**config.mk**
```make
export PLATFORM = sky130hd
export DESIGN_NAME = dual_arena_bump_allocator
export DESIGN_NICKNAME = d
export VERILOG_FILES = /design/src/sv/dab_pkg.sv /design/src/sv/dab_ctrl.sv /design/src/sv/dab_dpath.sv /design/src/sv/dual_arena_bump_allocator.sv
export SDC_FILE = /design/constraint.sdc
export NUM_CORES = 1
export LEC_CHECK = 0
export ABC_AREA = 1
export BUFFER_PORTS_ARGS = -buffer_cell sky130_fd_sc_hd__buf_2
export CAP_MARGIN = 20
export CORE_AREA = 2 2 153 268
export DETAILED_ROUTE_END_ITERATION = 10
export DIE_AREA = 0 0 155 270
export HOLD_SLACK_MARGIN = 0.12
export PLACE_DENSITY = 0.74
export RECOVER_POWER = 25
export SKIP_LAST_GASP = 1
export SYNTH_ARGS = -nofsm -noshare
export SYNTH_HDL_FRONTEND = slang
export SYNTH_SLANG_ARGS = --single-unit
```
**constraint.sdc**
```tcl
create_clock -name clk -period 6.49 [get_ports clk]
set_input_delay 0.649 -clock clk [delete_from_list [all_inputs] [get_ports clk]]
set_output_delay 0.649 -clock clk [all_outputs]
set_load 0.01 [all_outputs]
```
**src/sv/dab_pkg.sv**
```systemverilog
`default_nettype none
package dab_pkg;

  localparam int STACK_DEPTH = 16;
  localparam int SP_W        = $clog2(STACK_DEPTH + 1);
  localparam int IDX_W       = (STACK_DEPTH > 1) ? $clog2(STACK_DEPTH) : 1;

  localparam int CAP_W    = 19;
  localparam int SIZE_W   = 20;
  localparam int RSIZE_W  = SIZE_W + 1;
  localparam int SUM_W    = RSIZE_W + 1;
  localparam int OFFSET_W = 18;
  localparam int ACT_W    = 3;
  localparam int STAT_W   = 2;

  localparam logic [CAP_W-1:0] FRAME_CAP_RST   = 19'd16384;
  localparam logic [CAP_W-1:0] PERSIST_CAP_RST = 19'd65536;

  localparam logic [ACT_W-1:0] ACT_FRAME_ALLOC   = 3'd0;
  localparam logic [ACT_W-1:0] ACT_FRAME_RESET   = 3'd1;
  localparam logic [ACT_W-1:0] ACT_PERSIST_ALLOC = 3'd2;
  localparam logic [ACT_W-1:0] ACT_PUSH_MARK     = 3'd3;
  localparam logic [ACT_W-1:0] ACT_POP_MARK      = 3'd4;

  localparam logic [STAT_W-1:0] STAT_DONE      = 2'd0;
  localparam logic [STAT_W-1:0] STAT_REFUSED   = 2'd1;
  localparam logic [STAT_W-1:0] STAT_PUSH_FULL = 2'd2;
  localparam logic [STAT_W-1:0] STAT_POP_EMPTY = 2'd3;

  localparam logic CFG_FRAME_CAP   = 1'b0;
  localparam logic CFG_PERSIST_CAP = 1'b1;

  typedef struct packed {
    logic load_in;
    logic commit;
  } dab_cmd_t;

endpackage
`default_nettype wire

```
**src/sv/dab_ctrl.sv**
```systemverilog
`default_nettype none
module dab_ctrl (
  input  wire logic              clk,
  input  wire logic              rst,
  input  wire logic              s_tvalid,
  output logic                   s_tready,
  output logic                   m_tvalid,
  input  wire logic              m_tready,
  output dab_pkg::dab_cmd_t      cmd
);

  localparam logic ST_IDLE = 1'b0;
  localparam logic ST_EXEC = 1'b1;

  logic state;
  logic state_next;
  logic out_valid;
  logic out_valid_next;
  logic commit;

  assign s_tready = (state == ST_IDLE);
  assign m_tvalid = out_valid;

  // result register frees up in the same cycle it is taken
  assign commit = (state == ST_EXEC) && (!out_valid || m_tready);

  assign cmd.load_in = s_tvalid && s_tready;
  assign cmd.commit  = commit;

  always_comb begin
    state_next = state;
    case (state)
      ST_IDLE: begin
        if (s_tvalid) state_next = ST_EXEC;
      end
      ST_EXEC: begin
        if (commit) state_next = ST_IDLE;
      end
      default: state_next = ST_IDLE;
    endcase
  end

  always_comb begin
    out_valid_next = out_valid;
    if (commit) out_valid_next = 1'b1;
    else if (m_tready) out_valid_next = 1'b0;
  end

  always_ff @(posedge clk) begin
    if (rst) begin
      state     <= ST_IDLE;
      out_valid <= 1'b0;
    end else begin
      state     <= state_next;
      out_valid <= out_valid_next;
    end
  end

  a_commit_only_exec: assert property (@(posedge clk) disable iff (rst)
    commit |-> $past(state_next) == ST_EXEC || $past(rst))
    else $error("commit outside execute state");

  a_commit_sets_valid: assert property (@(posedge clk) disable iff (rst)
    commit |=> out_valid)
    else $error("result lost after commit");

  a_no_accept_in_exec: assert property (@(posedge clk) disable iff (rst)
    cmd.load_in |=> state == ST_EXEC && !s_tready)
    else $error("second item taken during execute");

endmodule
`default_nettype wire

```
**src/sv/dab_dpath.sv**
```systemverilog
`default_nettype none
module dab_dpath (
  input  wire logic                          clk,
  input  wire logic                          rst,
  input  wire dab_pkg::dab_cmd_t             cmd,
  input  wire logic [dab_pkg::ACT_W-1:0]     in_action,
  input  wire logic [dab_pkg::SIZE_W-1:0]    in_size,
  input  wire logic                          cfg_we,
  input  wire logic                          cfg_index,
  input  wire logic [dab_pkg::CAP_W-1:0]     cfg_data,
  output logic [dab_pkg::STAT_W-1:0]         status,
  output logic [dab_pkg::OFFSET_W-1:0]       offset,
  output logic [dab_pkg::CAP_W-1:0]          persist_used,
  output logic [dab_pkg::CAP_W-1:0]          persist_remaining
);

  logic [dab_pkg::ACT_W-1:0]   action;
  logic [dab_pkg::SIZE_W-1:0]  size;
  logic [dab_pkg::CAP_W-1:0]   frame_capacity;
  logic [dab_pkg::CAP_W-1:0]   persist_capacity;
  logic [dab_pkg::CAP_W-1:0]   frame_used;
  logic [dab_pkg::CAP_W-1:0]   persist_used_count;
  logic [dab_pkg::SP_W-1:0]    stack_pointer;
  logic [dab_pkg::CAP_W-1:0]   marks [dab_pkg::STACK_DEPTH];

  logic [dab_pkg::CAP_W-1:0]   frame_used_next;
  logic [dab_pkg::CAP_W-1:0]   persist_used_count_next;
  logic [dab_pkg::SP_W-1:0]    stack_pointer_next;
  logic [dab_pkg::SP_W-1:0]    sp_dec;
  logic                        mark_we;
  logic [dab_pkg::RSIZE_W-1:0] rounded;
  logic [dab_pkg::CAP_W-1:0]   alloc_used;
  logic [dab_pkg::CAP_W-1:0]   alloc_cap;
  logic [dab_pkg::SUM_W-1:0]   alloc_sum;
  logic                        alloc_fit;
  logic [dab_pkg::STAT_W-1:0]  status_next;
  logic [dab_pkg::OFFSET_W-1:0] offset_next;
  logic [dab_pkg::CAP_W-1:0]   remaining_next;
  logic                        stack_full;

  assign rounded = ({1'b0, size} + dab_pkg::RSIZE_W'(3)) & ~dab_pkg::RSIZE_W'(3);
  assign alloc_used = (action == dab_pkg::ACT_PERSIST_ALLOC) ? persist_used_count : frame_used;
  assign alloc_cap  = (action == dab_pkg::ACT_PERSIST_ALLOC) ? persist_capacity : frame_capacity;
  assign alloc_sum  = {3'b000, alloc_used} + {1'b0, rounded};
  assign alloc_fit  = alloc_sum <= {3'b000, alloc_cap};
  assign stack_full = stack_pointer >= dab_pkg::SP_W'(dab_pkg::STACK_DEPTH);
  assign sp_dec     = stack_pointer - dab_pkg::SP_W'(1);

  always_comb begin
    frame_used_next         = frame_used;
    persist_used_count_next = persist_used_count;
    stack_pointer_next      = stack_pointer;
    mark_we                 = 1'b0;
    status_next             = dab_pkg::STAT_DONE;
    offset_next             = '0;
    case (action)
      dab_pkg::ACT_FRAME_ALLOC, dab_pkg::ACT_PERSIST_ALLOC: begin
        if (alloc_fit) begin
          offset_next = alloc_used[dab_pkg::OFFSET_W-1:0];
          if (action == dab_pkg::ACT_PERSIST_ALLOC)
            persist_used_count_next = alloc_sum[dab_pkg::CAP_W-1:0];
          else
            frame_used_next = alloc_sum[dab_pkg::CAP_W-1:0];
        end else begin
          status_next = dab_pkg::STAT_REFUSED;
        end
      end
      dab_pkg::ACT_FRAME_RESET: begin
        frame_used_next = '0;
      end
      dab_pkg::ACT_PUSH_MARK: begin
        if (!stack_full) begin
          mark_we            = 1'b1;
          stack_pointer_next = stack_pointer + dab_pkg::SP_W'(1);
        end else begin
          status_next = dab_pkg::STAT_PUSH_FULL;
        end
      end
      dab_pkg::ACT_POP_MARK: begin
        if (stack_pointer != '0) begin
          stack_pointer_next      = sp_dec;
          persist_used_count_next = marks[sp_dec[dab_pkg::IDX_W-1:0]];
        end else begin
          status_next = dab_pkg::STAT_POP_EMPTY;
        end
      end
      default: ;
    endcase
  end

  // remaining saturates when capacity is lowered below what is in use
  assign remaining_next = (persist_capacity > persist_used_count_next)
                          ? persist_capacity - persist_used_count_next : '0;

  always_ff @(posedge clk) begin
    if (cmd.load_in) begin
      action <= in_action;
      size   <= in_size;
    end
    if (cmd.commit) begin
      status            <= status_next;
      offset            <= offset_next;
      persist_used      <= persist_used_count_next;
      persist_remaining <= remaining_next;
      if (mark_we) marks[stack_pointer[dab_pkg::IDX_W-1:0]] <= persist_used_count;
    end
  end

  always_ff @(posedge clk) begin
    if (rst) begin
      frame_capacity     <= dab_pkg::FRAME_CAP_RST;
      persist_capacity   <= dab_pkg::PERSIST_CAP_RST;
      frame_used         <= '0;
      persist_used_count <= '0;
      stack_pointer      <= '0;
    end else begin
      if (cfg_we && cfg_index == dab_pkg::CFG_FRAME_CAP) frame_capacity <= cfg_data;
      if (cfg_we && cfg_index == dab_pkg::CFG_PERSIST_CAP) persist_capacity <= cfg_data;
      if (cmd.commit) begin
        frame_used         <= frame_used_next;
        persist_used_count <= persist_used_count_next;
        stack_pointer      <= stack_pointer_next;
      end
    end
  end

  a_sp_bound: assert property (@(posedge clk) disable iff (rst)
    stack_pointer <= dab_pkg::SP_W'(dab_pkg::STACK_DEPTH))
    else $error("mark stack pointer past depth");

  a_idle_holds: assert property (@(posedge clk) disable iff (rst)
    !cmd.commit |=> $stable(frame_used) && $stable(persist_used_count)
                    && $stable(stack_pointer))
    else $error("arena state changed without a request");

  a_refuse_holds: assert property (@(posedge clk) disable iff (rst)
    cmd.commit && status_next == dab_pkg::STAT_REFUSED
    |=> $stable(frame_used) && $stable(persist_used_count))
    else $error("refused allocation changed an arena");

  a_push_grows: assert property (@(posedge clk) disable iff (rst)
    cmd.commit && action == dab_pkg::ACT_PUSH_MARK && !stack_full
    |=> stack_pointer == $past(stack_pointer) + dab_pkg::SP_W'(1))
    else $error("push did not advance the mark stack");

endmodule
`default_nettype wire

```
**src/sv/dual_arena_bump_allocator.sv**
```systemverilog
// Dual-arena bump allocator with a mark stack on the persistent arena.
// Input channel s_*: one request item per handshake, tdata = {size, action}.
// Output channel m_*: exactly one result item per request, tdata =
// {remaining, persist_used, offset, status}, zero padded to 64 bits.
// Config port: cfg_we writes cfg_data to register cfg_index
// (0 frame capacity, 1 persistent capacity); write only while idle.
// Timing: a request is captured in idle and enters execute in the next cycle,
// and the result appears on m_tvalid in the cycle after execute. No new request
// is taken until the last one has executed, since s_tready is high only in idle;
// a capture/execute controller runs around the combinational bump datapath
// (round, add, compare, mark stack access, remaining subtract).
// The next request may be taken while a result waits on m_*; if the receiver
// stalls, that next request is held in execute until the result register
// is taken, then commits in the same cycle.
// Reset (rst, synchronous): both arenas empty, mark stack empty, capacities
// back to 16384 and 65536 bytes, no result pending.
`default_nettype none
module dual_arena_bump_allocator (
  input  wire logic        clk,
  input  wire logic        rst,
  input  wire logic        s_tvalid,
  output logic             s_tready,
  input  wire logic [23:0] s_tdata,   // action[2:0], size[22:3], zero[23]
  output logic             m_tvalid,
  input  wire logic        m_tready,
  output logic [63:0]      m_tdata,   // status[1:0], offset[19:2],
                                      // persist_used[38:20],
                                      // persist_remaining[57:39], zero[63:58]
  input  wire logic        cfg_we,
  input  wire logic        cfg_index,
  input  wire logic [18:0] cfg_data
);

  dab_pkg::dab_cmd_t                   cmd;
  logic [dab_pkg::STAT_W-1:0]          status;
  logic [dab_pkg::OFFSET_W-1:0]        offset;
  logic [dab_pkg::CAP_W-1:0]           persist_used;
  logic [dab_pkg::CAP_W-1:0]           persist_remaining;

  dab_ctrl u_ctrl (
    .clk      (clk),
    .rst      (rst),
    .s_tvalid (s_tvalid),
    .s_tready (s_tready),
    .m_tvalid (m_tvalid),
    .m_tready (m_tready),
    .cmd      (cmd)
  );

  dab_dpath u_dpath (
    .clk               (clk),
    .rst               (rst),
    .cmd               (cmd),
    .in_action         (s_tdata[2:0]),
    .in_size           (s_tdata[22:3]),
    .cfg_we            (cfg_we),
    .cfg_index         (cfg_index),
    .cfg_data          (cfg_data),
    .status            (status),
    .offset            (offset),
    .persist_used      (persist_used),
    .persist_remaining (persist_remaining)
  );

  assign m_tdata = {6'b000000, persist_remaining, persist_used, offset, status};

endmodule
`default_nettype wire

```
# --- Word-level counts from Yosys, hierarchy flattened ---
# Memory sizes are Yosys's and may differ from the RTL's.
# Cells that the tools add are included.
classes:
  add_sub_neg: 5
  n_eq_ne: 8
  order_cmp: 3
  reduce_logical: 15
  n_mux: 26
  bitwise_logic: 2
op_table:
  columns: ["operator", "count"]
  rows:
  - ["$mux 19", 7]
  - ["$pmux 19 s2", 2]
  - ["$add 19x21->22", 1]
  - ["$le 22x19->1", 1]
  - ["$add 20x2->21 const B", 1]
  - ["$gt 19x19->1", 1]
  - ["$sub 19x19->19", 1]
  - ["$mux 1", 10]
  - ["$mux 5", 2]
  - ["$pmux 5 s2", 1]
  - ["$reduce_and 4->1", 2]
  - ["$eq 3x2->1 const B", 2]
  - ["$pmux 2 s3", 1]
  - ["$reduce_bool 2->1", 3]
  - ["$add 5x1->5 const B", 1]
  - ["$ge 5x5->1 const B", 1]
  - ["$reduce_bool 5->1", 1]
  - ["$sub 5x1->5 const B", 1]
  - ["$logic_and 1x1->1", 4]
  - ["$mux 2", 2]
  - ["$ne 2x1->1 const B", 2]
  - ["$ne 2x2->1 const B", 2]
  - ["$eq 3x1->1 const B", 1]
  - ["$eq 3x3->1 const B", 1]
  - ["7 further kinds", 8]
totals:
  mem_count: 1
  output_inout_bits: 66
  register_bits: 164
  word_cells: 73
  inputBits: 49
  ram_bits: 304
memory_table:
  columns: ["name", "words", "word_bits", "rd", "rd_ports_with_merged_regs", "wr", "line", "rtl"]
  rows:
  - ["u_dpath.marks", 16, 19, 1, 0, 1, "dab_dpath.sv:24", "logic [dab_pkg::CAP_W-1:0] marks [dab_pkg::STACK_DEPTH];"]

# --- Longest topological paths before layout ---
# Gate-level depths: netlist (run 1).
logic_depth:
  word_depth: 7
  depth_mapped: 54
  mapped_depth_nobuf: 52

# --- Cells and area by module ---
# A second synthesis (run 1) with hierarchy kept.
hier_totals:
  hier_cells: 2160
  hier_area_um2: 21682.0
by_module_without_submodules:
  columns: ["module", "cells_each", "n_inst", "area_per_inst_um2", "seq_area_each_um2"]
  rows:
  - ["dab_dpath", 2141, 1, 21541.9, 13182.6]
  - ["dab_ctrl", 12, 1, 91.3, 40.0]
  - ["dual_arena_bump_allocator", 7, 1, 48.8, 0.0]

# --- Worst setup path after synthesis (run 1) ---
# OpenSTA, ideal clock, no wires.
synth_path:
  path_type: "flip-flop to flip-flop"
  startpoint: "reg u_dpath.action[2] (netlist name)"
  endpoint: "reg u_dpath.persist_remaining[17] (netlist name), data pin"
  path_stages_with_launch: 46
  arrival_ps: 6234
  t_required_ps: 6237
  setup_slack_ps: 3
  setup_time_ps: 253
  path_buffers: 2
  period_less_slack_ps: 6487
  cell_sequence: "edfxtp_1 > nor2_1 > inv_1 > nor2_1 > inv_2 > clkbuf_1 > o21ai_0 > inv_1 > ha_1 > fa_1 > nand3_1 > nand2_1 > nand2_1 > nand2_1 > a21boi_0 > xnor2_1 > ha_1 > nand2_1 > (+10 left out) > nand4_4 > nand2_4 > nand2_4 > buf_6 > nand2_1 > nand3_2 > inv_1 > ha_1 > a21oi_1 > nand2_1 > a21oi_1 > o21ai_0 > a21boi_0 > o21ai_1 > a21oi_1 > o21bai_1 > nor2_1 > nor2_1"
synth_between:
  elab_chain_cells: 7
  word_cells_on_any_way: 13
  cone_classes: "add/sub: 2; order compare: 2; eq/ne: 2; mux: 5; reduce/logical: 2"
synth_rtl:
  columns: ["element", "line", "rtl"]
  rows:
  - ["from (decl)", "dab_dpath.sv:17", "logic [dab_pkg::ACT_W-1:0] action;"]
  - ["from (signal assigned)", "dab_dpath.sv:97", "action <= in_action;"]
  - ["$eq 3x2->1 (*)", "dab_dpath.sv:42", "assign alloc_used = (action == dab_pkg::ACT_PERSIST_ALLOC) ? persist_used_count : frame_used;"]
  - ["$mux 19 (*)", "dab_dpath.sv:42", null]
  - ["named net u_dpath.alloc_used, one bit", "dab_dpath.sv:32", "logic [dab_pkg::CAP_W-1:0] alloc_used;"]
  - ["$add 19x21->22 (*)", "dab_dpath.sv:44", "assign alloc_sum = {3'b000, alloc_used} + {1'b0, rounded};"]
  - ["$le 22x19->1 / $mux 19 (equally long branches)", "dab_dpath.sv:45, dab_dpath.sv:60", null]
  - ["$mux 19 (*)", "dab_dpath.sv:58", "if (alloc_fit) begin"]
  - ["$pmux 19 s2 (*)", "dab_dpath.sv:56", "case (action)"]
  - ["named net u_dpath.persist_used_count_next, one bit", "dab_dpath.sv:27", "logic [dab_pkg::CAP_W-1:0] persist_used_count_next;"]
  - ["$sub 19x19->19 / $gt 19x19->1 (equally long branches)", "dab_dpath.sv:93, dab_dpath.sv:92", null]
  - ["to (signal assigned)", "dab_dpath.sv:104", "persist_remaining <= remaining_next;"]
  - ["to (decl)", "dab_dpath.sv:14", "output logic [dab_pkg::CAP_W-1:0] persist_remaining"]
# The timed path passes the listed nets; every way through them passes the cells marked *.
# A chain may end at the register's enable or synchronous reset.

# --- Worst setup path in the final report (run 1) ---
layout_path:
  startpoint: "reg u_dpath.action[2] (netlist name)"
  endpoint: "reg u_dpath.persist_remaining[1] (netlist name), data pin"
layout_between:
  elab_chain_cells: 7
  word_cells_on_any_way: 13
  cone_classes: "add/sub: 2; order compare: 2; eq/ne: 2; mux: 5; reduce/logical: 2"
layout_rtl:
  columns: ["element", "line", "rtl"]
  rows:
  - ["$eq 3x2->1", "dab_dpath.sv:42", null]
  - ["$mux 19", "dab_dpath.sv:42", null]
  - ["named net u_dpath.alloc_used, one bit", "dab_dpath.sv:32", null]
  - ["$add 19x21->22", "dab_dpath.sv:44", null]
  - ["$le 22x19->1", "dab_dpath.sv:45", "assign alloc_fit = alloc_sum <= {3'b000, alloc_cap};"]
  - ["$mux 19", "dab_dpath.sv:58", null]
  - ["$pmux 19 s2", "dab_dpath.sv:56", null]
  - ["named net u_dpath.persist_used_count_next, one bit", "dab_dpath.sv:27", null]
  - ["$gt 19x19->1", "dab_dpath.sv:92", "assign remaining_next = (persist_capacity > persist_used_count_next)"]
# The timed path passes the listed nets, and every way through them passes these cells.

==> results of run 1 <==
-- cell type report --
type	instances	area, sq um
Sequential cell	468	13200
Clock buffer	50	1130
Clock inverter	28	307
Inverter	152	579
Timing Repair Buffer	300	2020
Tap cell	495	619
Fill cell	3079	14000
Multi-Input combinational cell	1407	7790
-- report_power, final --
part / internal, mW / leakage, nW / total (mW) / switching, mW
logic: 0.431 / 5.49 / 1.08 / 0.650
registers: 3.29 / 4.70 / 3.33 / 0.0338
clock network: 1.46 / 0.691 / 2.59 / 1.12
-- synthesized netlist by cell type (all sizes together), types with 2 or more instances --
cell,number
and2,3
or2,24
nand4,8
inv,148
o21a,2
a31oi,3
a21o,6
a211oi,2
a21oi,235
nor3,22
nand2,511
clkinv,4
xnor2,11
mux2i,20
clkbuf,63
nand3,96
a21boi,2
buf,41
xor2,25
o21bai,2
a221o,18
dfxtp,83
nor4,2
a221oi,20
fa,2
a22oi,38
edfxtp,385
ha,60
nor2,180
o211ai,4
o21ai,97
-- worst paths after layout --
path | end | cells after the start | from
worst min-delay path | u_dpath.size[6] | 1 | s_tdata[9]
worst max register to register | u_dpath.persist_remaining[1] | 36 | u_dpath.action[2]
worst min register to register | u_dpath.frame_used[17] | 2 | u_dpath.frame_used[17]
worst max-delay path | u_dpath.persist_remaining[1] | 36 | u_dpath.action[2]
-- sequential cells by signal (all words and copies together), names as in the netlist, 2 cells and up --
register	cells
u_dpath.marks	304
u_dpath.size	20
u_dpath.frame_capacity	19
u_dpath.frame_used	19
u_dpath.persist_capacity	19
u_dpath.persist_remaining	19
u_dpath.persist_used	19
u_dpath.persist_used_count	19
u_dpath.offset	18
u_dpath.stack_pointer	5
u_dpath.action	3
u_dpath.status	2
-- metal layers --
| metal | global-route usage [%] | up-vias | wire (um) |
|---|---|---|---|
| met5 | 0 | - | 0 |
| met4 | 20.1 | 0 | 4630 |
| met3 | 3.67 | 189 | 3500 |
| met2 | 53.0 | 673 | 32800 |
| met1 | 30.6 | 7976 | 20000 |
| li1 | - | 7863 | - |
-- through the flow --
step | total power, mW | hold WS (ns)
floorplan | 3.98 | 0.428
CTS | 6.96 | 0.247
detailed placement | 4.40 | 0.444
finish | 7.00 | 0.264
global placement | 4.38 | 0.438
global route | 7.23 | 0.253
-- critical path, delay by kind of cell (launching register included) --
kind	cells	cell delay, ns
flops	1	0.43
buf+inv	8	0.98
fa+ha+maj	3	0.97
simple gates	18	2.33
compound gates	7	1.11
-- logic make-up after synthesis --
| group | Yosys count | share of synthesized area (%) |
|---|---|---|
| simple gates | 849 | 16.4 |
| compound gates | 434 | 11.6 |
| xor+xnor | 36 | 1.46 |
| fa+ha+maj | 62 | 3.66 |
| mux | 20 | 0.925 |
| other cells | 1 | 0.0173 |
| flops | 468 | 61.1 |
| buf+inv | 256 | 4.82 |
-- what timing repair did --
item | CTS | global route
setup endpoints to repair | 19 | 19
buffers inserted | 2 | 7
resized for setup | 8 | 87
pin swaps | 3 | 16
==> flow_summary.toml, run 1 <==
[worst_hold_path]
hp-class = "input port to flip-flop"

[routing]
ant_nets = 0
vias = 16700
drt_pass1_iterations = 6
routed_wl_um = 60900
drtIter0Drc = 1375
vias_per_cell = 5.76
routedWlPerCell_um = 21.0
drc = 0

[grt]
groute.usage.overall_pct = 29.0
grt_pass1_vias = 16600
grt_pass1_wl_um = 92000
grt_overflow_total = 0
antenna_found_initial = 0
grt_max_degree = 156

[logic_synthesis]
ys_warn_count = 0
yosysTopAreaCell = "edfxtp_1"
syn-mean-instance-area_sq_um = 10.2
synthArstFlopShare_pct = 0
synth_flop_cell = "edfxtp_1"
synthDominantCellAreaShare_pct = 53.4
syn_area_sq_um = 21600
synthTopCellsByArea = "edfxtp_1, nand2_1, dfxtp_1, a21oi_1, ha_1"
synth_cells = 2126
synth_cell_type_count = 55
synth_edf_count = 385
ys_ff_latch = 468
ys_seq_area_share_pct = 61.1

[timing]
hold_viol_final = 0
setup_viol = 0
fin_ws_ns = 0.405
finalCriticalPeriod_ns = 6.08
fin_worst_skew_ns = 0.0201
setup_tns_ns = 0
max_slew_margin_pct = 19.8
tightest_slew_ns = 1.20
fmax_mhz = 164
slew_violations = 0
min_period_over_period_pct = 93.8

[placed_design]
gp_congestion = 0.961
place_ws_ns = -0.181
dpl_cell_area_sq_um = 23800
dp_cells = 2810
portBuffers = 107
dp_hpwl_um = 41500

[cts]
cts.path.max_buffers = 3
cts_tree = "yes"
clock-sinks = 468
root_buffer = "clkbuf_16"
numCtsBuffers = 42
hold_buffers = 0
htreeDepth = 2
clkSlewWorstSetupHoldPaths_ns = 0.07
clock_latency_ns = 0.57

[setup_path]
critPathLaunchType = "flip-flop"
arrival_ns = 6.40
slowest_stage = "edfxtp_1"
reg2reg_slack_ns = 0.41
path_max_fanout = 17
path_common_cell = "nand2_1"
timing.critical_path.to_type = "flip-flop"
critPathMaxStageDelay_ns = 0.43
criticalPathCategory = "flip-flop to flip-flop"
cp.required_ns = 6.80

[layout]
design_area_sq_um = 25700
area_growth_pct = 18.7
nets = 2482
post_route_cells_drive_above_1_share_pct = 20.3
final_cell_mix = "nand2_1, edfxtp_1, a21oi_1"
layout.cells.most_common = "nand2_1"
diodes = 0
fin_cells = 2900
utilization_pct = 64.7

[die]
die_h_um = 270
die_w_um = 155
initial_core_util_pct = 54.5
fp.coreArea_sq_um = 39700
dieArea_sq_um = 41900
boundaryPins = 115
rows = 97

[power_and_ir_drop]
max-vdd-ir-drop_v = 0.000230
power_leakage_nw = 10.9
p_per_area_nw_per_um2 = 272

[status]
status = "complete, no violations"

[run]
maxCapViolations = 0
No activity file was read; power rests on OpenSTA's default activity.
==> run 2, diff against run 1 <==
- CORE_AREA: 2 2 153 268 -> 3 3 147 256
- DIE_AREA: 0 0 155 270 -> 0 0 150 259
- GPL_ROUTABILITY_DRIVEN: not set -> 0
- PLACE_DENSITY: 0.74 -> 0.78
- clock period: 6.49 -> 6.4 ns (I/O delays scaled with it)
==> flow_summary.toml, run 2 (same netlist as run 1, synthesis figures left out) <==
[timing]
fin_ws_ns = -0.0863
fin_worst_skew_ns = 0.0128
max_slew_margin_pct = 12.6
hold_viol_final = 0
min_period_over_period_pct = 101
tightest_slew_ns = 1.31
finalCriticalPeriod_ns = 6.49
fmax_mhz = 154
whs_ns = 0.261
rsz0062_at_grt = "true"
slew_violations = 0
setup_viol = 19

[grt]
grt_max_degree = 156
grt_pass1_wl_um = 94200
grt_overflow_total = 0
grt_pass1_vias = 17200
antenna_found_initial = 0
groute.usage.overall_pct = 32.3

[cts]
cts.path.max_buffers = 3
numCtsBuffers = 41
clock_latency_ns = 0.55
hold_buffers = 0
clock-sinks = 468
cts_tree = "yes"
clkSlewWorstSetupHoldPaths_ns = 0.07
root_buffer = "clkbuf_16"
htreeDepth = 2

[routing]
ant_nets = 0
drc = 0
drt_pass1_iterations = 6
routed_wl_um = 67000
drtIter0Drc = 1935
vias_per_cell = 6.21
vias = 18000
routedWlPerCell_um = 23.1

[status]
violations = "negative setup slack"
status = "complete, but fails checks"

[setup_path]
cp.required_ns = 6.70
critPathLaunchType = "flip-flop"
timing.critical_path.to_type = "flip-flop"
r2r_start = "u_dpath.action[2]"
arrival_ns = 6.79
slowest_stage = "edfxtp_1"
rr_endpoint = "u_dpath.persist_remaining[15]"
path_common_cell = "nand2_1"
path_max_fanout = 8
critPathMaxStageDelay_ns = 0.42
cp_top_family = "simple AND/OR/NAND/NOR gates"
criticalPathCategory = "flip-flop to flip-flop"
crit_buf_inv = 11
rr_worst_depth = 43
reg2reg_slack_ns = -0.09

[die]
initial_core_util_pct = 60.2
rows = 92
dieArea_sq_um = 38900
boundaryPins = 115
die_h_um = 259
die_w_um = 150
fp.coreArea_sq_um = 35900

[layout]
layout.cells.most_common = "nand2_1"
design_area_sq_um = 26100
diodes = 0
largest_reg_flops = 304
final_cell_mix = "nand2_1, edfxtp_1, a21oi_1"
area_growth_pct = 20.7
nets = 2507
post_route_cells_drive_above_1_share_pct = 23.6
utilization_pct = 72.7
fin_cells = 2895

[power_and_ir_drop]
seqPwrFrac_pct = 48.3
max-vdd-ir-drop_v = 0.000311
p_per_area_nw_per_um2 = 268
sw_frac_of_total_pct = 26.6
p_int_mw = 5.14
p_comb_share_pct = 17.6
clockPowerShare_pct = 34.2
power_leakage_nw = 11.0
power.switching_mw = 1.86

[worst_hold_path]
min_path_cells = 1
hp-class = "input port to flip-flop"
hold_start = "s_tdata[8]"
holdPathEnd = "u_dpath.size[5]"

[placed_design]
dp_hpwl_um = 42100
dp_cells = 2789
dpl_cell_area_sq_um = 23800
portBuffers = 107

[run]
maxCapViolations = 0
run 2: worst max-delay path by stage:
| stage | slack (ns) | start | endpoint | cells after the start |
|---|---|---|---|---|
| 6_report | -0.09 | u_dpath.action[2] | u_dpath.persist_remaining[15] | 43 |
| 3_5_place_dp | -0.42 | u_dpath.action[0] | u_dpath.persist_remaining[17] | 43 |
| 5_1_grt | -0.43 | u_dpath.action[2] | u_dpath.persist_remaining[15] | 43 |
| 4_1_cts | 0.007 | u_dpath.action[0] | u_dpath.persist_remaining[11] | 43 |
| 2_1_floorplan | 0.02 | u_dpath.action[2] | u_dpath.persist_remaining[17] | 45 |
| 3_3_place_gp | -0.27 | u_dpath.action[0] | u_dpath.persist_remaining[17] | 44 |
run 2: final cells by class:
| type | instances | area (sq um) |
|---|---|---|
| inverter | 152 | 579 |
| clock buffer | 46 | 1080 |
| multi-input combinational | 1407 | 8160 |
| timing repair buffer | 326 | 2270 |
| clock inverter | 26 | 201 |
| fill | 2316 | 9810 |
| tap | 470 | 588 |
| sequential | 468 | 13200 |
run 2: metal layers:
layer / up-vias / global-route usage [%] / part of all wire [%]
met5: - / 0.526 / 0
met4: 0 / 26.1 / 11
met3: 435 / 5.29 / 8.8
met2: 1144 / 56.8 / 50
met1: 8478 / 33.2 / 30
li1: 7926 / - / -
run 2: metrics by stage:
step / setup slack, ns / power (mW) / TNS, ns
after floorplan: 0.0236 / 4.03 / 0
after global placement: -0.271 / 4.42 / -4.01
after detailed placement: -0.419 / 4.45 / -5.51
after CTS: 0.00714 / 6.80 / 0
after global routing: -0.431 / 7.20 / -7.93
final: -0.0863 / 7.00 / -1.31
run 2: power groups by stage:
stage               Combinational, mW  Clock [mW]  Sequential, mW
finish                           1.23        2.39            3.38
global route                     1.32        2.50            3.38
CTS                              1.03        2.40            3.37
detailed placement               1.01           0            3.44
global placement                0.985           0            3.44
floorplan                       0.584           0            3.45
run 2: what timing repair did:
item                                    4_1_cts  5_1_grt
gates cloned                                  0        2
endpoints found under the setup margin       19       19
gates resized for setup                      16      166
buffers inserted                              2       31
pin swaps                                     3       83
==> run 3, diff against run 2 <==
- SYNTH_HIERARCHICAL: not set -> 1
==> flow_summary.toml, run 3 <==
[timing]
max_slew_margin_pct = 30.9
setup_viol = 19
fin_worst_skew_ns = 0.0139
hold_viol_final = 0
whs_ns = 0.274
tightest_slew_ns = 1.04
fin_ws_ns = -0.261
slew_violations = 0
finalCriticalPeriod_ns = 6.66
setup_tns_ns = -3.12
min_period_over_period_pct = 104
fmax_mhz = 150
rsz0062_at_grt = "true"

[setup_path]
rr_worst_depth = 48
arrival_ns = 7.04
cp-startpoint = "u_dpath/action[0]"
crit_buf_inv = 11
path_max_fanout = 8
rr_endpoint = "u_dpath/persist_remaining[3]"
criticalPathCategory = "flip-flop to flip-flop"
cp.required_ns = 6.78
critPathLaunchType = "flip-flop"
critPathMaxStageDelay_ns = 0.42
reg2reg_slack_ns = -0.26
slowest_stage = "edfxtp_1"
cp_top_family = "simple AND/OR/NAND/NOR gates"
r2r_start = "u_dpath/action[0]"
timing.critical_path.to_type = "flip-flop"

[logic_synthesis]
synthDominantCellAreaShare_pct = 53.3
ys_seq_area_share_pct = 61.0
ys_ff_latch = 468
yosysTopAreaCell = "edfxtp_1"
syn_area_sq_um = 21700
synthArstFlopShare_pct = 0
syn-mean-instance-area_sq_um = 10.0
synthTopCellsByArea = "edfxtp_1, nand2_1, dfxtp_1, a21oi_1, nor2_1"
ys_warn_count = 6
synth_edf_count = 385
synth_flop_cell = "edfxtp_1"
synth_cell_type_count = 49
synth.cells.most_frequent = "nand2_1, edfxtp_1, a21oi_1"
yosysMostFrequentCell = "nand2_1"
synth_cells = 2160

[run]
maxCapViolations = 0

[cts]
htreeDepth = 2
cts_tree = "yes"
numCtsBuffers = 39
clock-sinks = 468
root_buffer = "clkbuf_16"
clkSlewWorstSetupHoldPaths_ns = 0.07
hold_buffers = 0
cts.path.max_buffers = 3
clock_latency_ns = 0.54

[grt]
groute.usage.overall_pct = 29.4
grt_max_degree = 81
antenna_found_initial = 0
grt_pass1_wl_um = 88800
grt_overflow_total = 0
grt_pass1_vias = 17100

[power_and_ir_drop]
power_leakage_nw = 10.9
power.total_mw = 7.32
p_per_area_nw_per_um2 = 277
max-vdd-ir-drop_v = 0.000275

[die]
dieArea_sq_um = 38900
rows = 92
boundaryPins = 115
initial_core_util_pct = 60.4
fp.coreArea_sq_um = 35900
die_w_um = 150
die_h_um = 259

[status]
status = "complete, but fails checks"
violations = "negative setup slack"

[layout]
area_growth_pct = 21.9
final-seq-area_sq_um = 13200
final_cell_mix = "nand2_1, edfxtp_1, buf_4"
multi_input_area_sq_um = 8150
filler_cell_count = 2261
post_route_cells_drive_above_1_share_pct = 24.3
diodes = 0
layout.cells.most_common = "nand2_1"
nets = 2570
largest_reg_flops = 304

[routing]
drt_pass1_iterations = 8
routed_wl_um = 61900
vias = 17800
ant_nets = 0
drc = 0
vias_per_cell = 6.02
drtIter0Drc = 1832
routedWlPerCell_um = 20.9

[worst_hold_path]
hold_start = "s_tdata[20]"
min_path_cells = 1
hp-class = "input port to flip-flop"
holdPathEnd = "u_dpath/size[17]"

[placed_design]
portBuffers = 107
dp_hpwl_um = 39500
run 3: changes by cell type after synthesis, moves of 14 or more:
| cell | delta |
|---|---|
| buf_2 | -16 |
| o22ai_1 | +16 |
| nand2_1 | -31 |
| o211ai_1 | +14 |
| nor2_1 | +25 |
| clkbuf_1 | +19 |
| nand3_1 | -15 |
| a221o_1 | -14 |
| inv_1 | +30 |
| a32o_1 | +17 |
run 3: worst max-delay path by stage:
stage                                                to  slack (ns)  cells after the start
after floorplan           u_dpath/persist_remaining[11]        0.08                     41
after global placement    u_dpath/persist_remaining[15]       -0.44                     42
after detailed placement  u_dpath/persist_remaining[13]       -0.60                     52
after CTS                 u_dpath/persist_remaining[13]       -0.01                     52
after global routing       u_dpath/persist_remaining[3]       -0.53                     44
final                      u_dpath/persist_remaining[3]       -0.26                     48
run 3: area by class of cell:
class                           count  share of cell area, %
Clock inverter                     16                  0.620
Multi-Input combinational cell   1406                   30.8
Timing Repair Buffer              363                   9.72
Clock buffer                       54                   3.94
Inverter                          181                   2.60
Tap cell                          470                   2.23
Sequential cell                   468                   50.1
run 3: repair_timing:
action                                  CTS  global route
gates resized for setup                  42           168
gates cloned                              0             2
pin swaps                                 2            72
buffers inserted                          2            28
endpoints found under the setup margin   19            19
run 3: logic make-up after synthesis:
group | synth area share, %
AOI/OAI and AO/OA | 12.7
xor gates and xnor gates | 1.25
adders and majority gates | 3.65
buffers and inverters | 5.33
DFF | 61.0
muxes | 0.831
other | 0.0173
and+or+nand+nor | 15.2
run 3: per-stage QoR:
| step | instances | util, % | area (sq um) | worst slack [ns] |
|---|---|---|---|---|
| 2_1_floorplan | 2165 | - | 21700 | 0.0778 |
| 3_3_place_gp | 2857 | 67.2 | 24100 | -0.436 |
| 3_5_place_dp | 2857 | 67.2 | 24100 | -0.597 |
| 4_1_cts | 2929 | 70.9 | 25500 | -0.00972 |
| 5_1_grt | 2958 | 73.6 | 26400 | -0.529 |
| 6_report | 2958 | 73.6 | 26400 | -0.261 |
run 3: power breakdown:
| group | internal (mW) | switching [mW] |
|---|---|---|
| Combinational | 0.638 | 0.891 |
| Clock | 1.27 | 1.05 |
| Sequential | 3.41 | 0.0563 |
run 3: layer usage:
layer  GRT usage (%)  up-vias  wire length [um]
met4            20.4        0              5460
met5               0        -                 0
met1            31.5     8370             20300
li1                -     8078                 -
met3            3.76      337              4180
met2            52.8     1018             31900
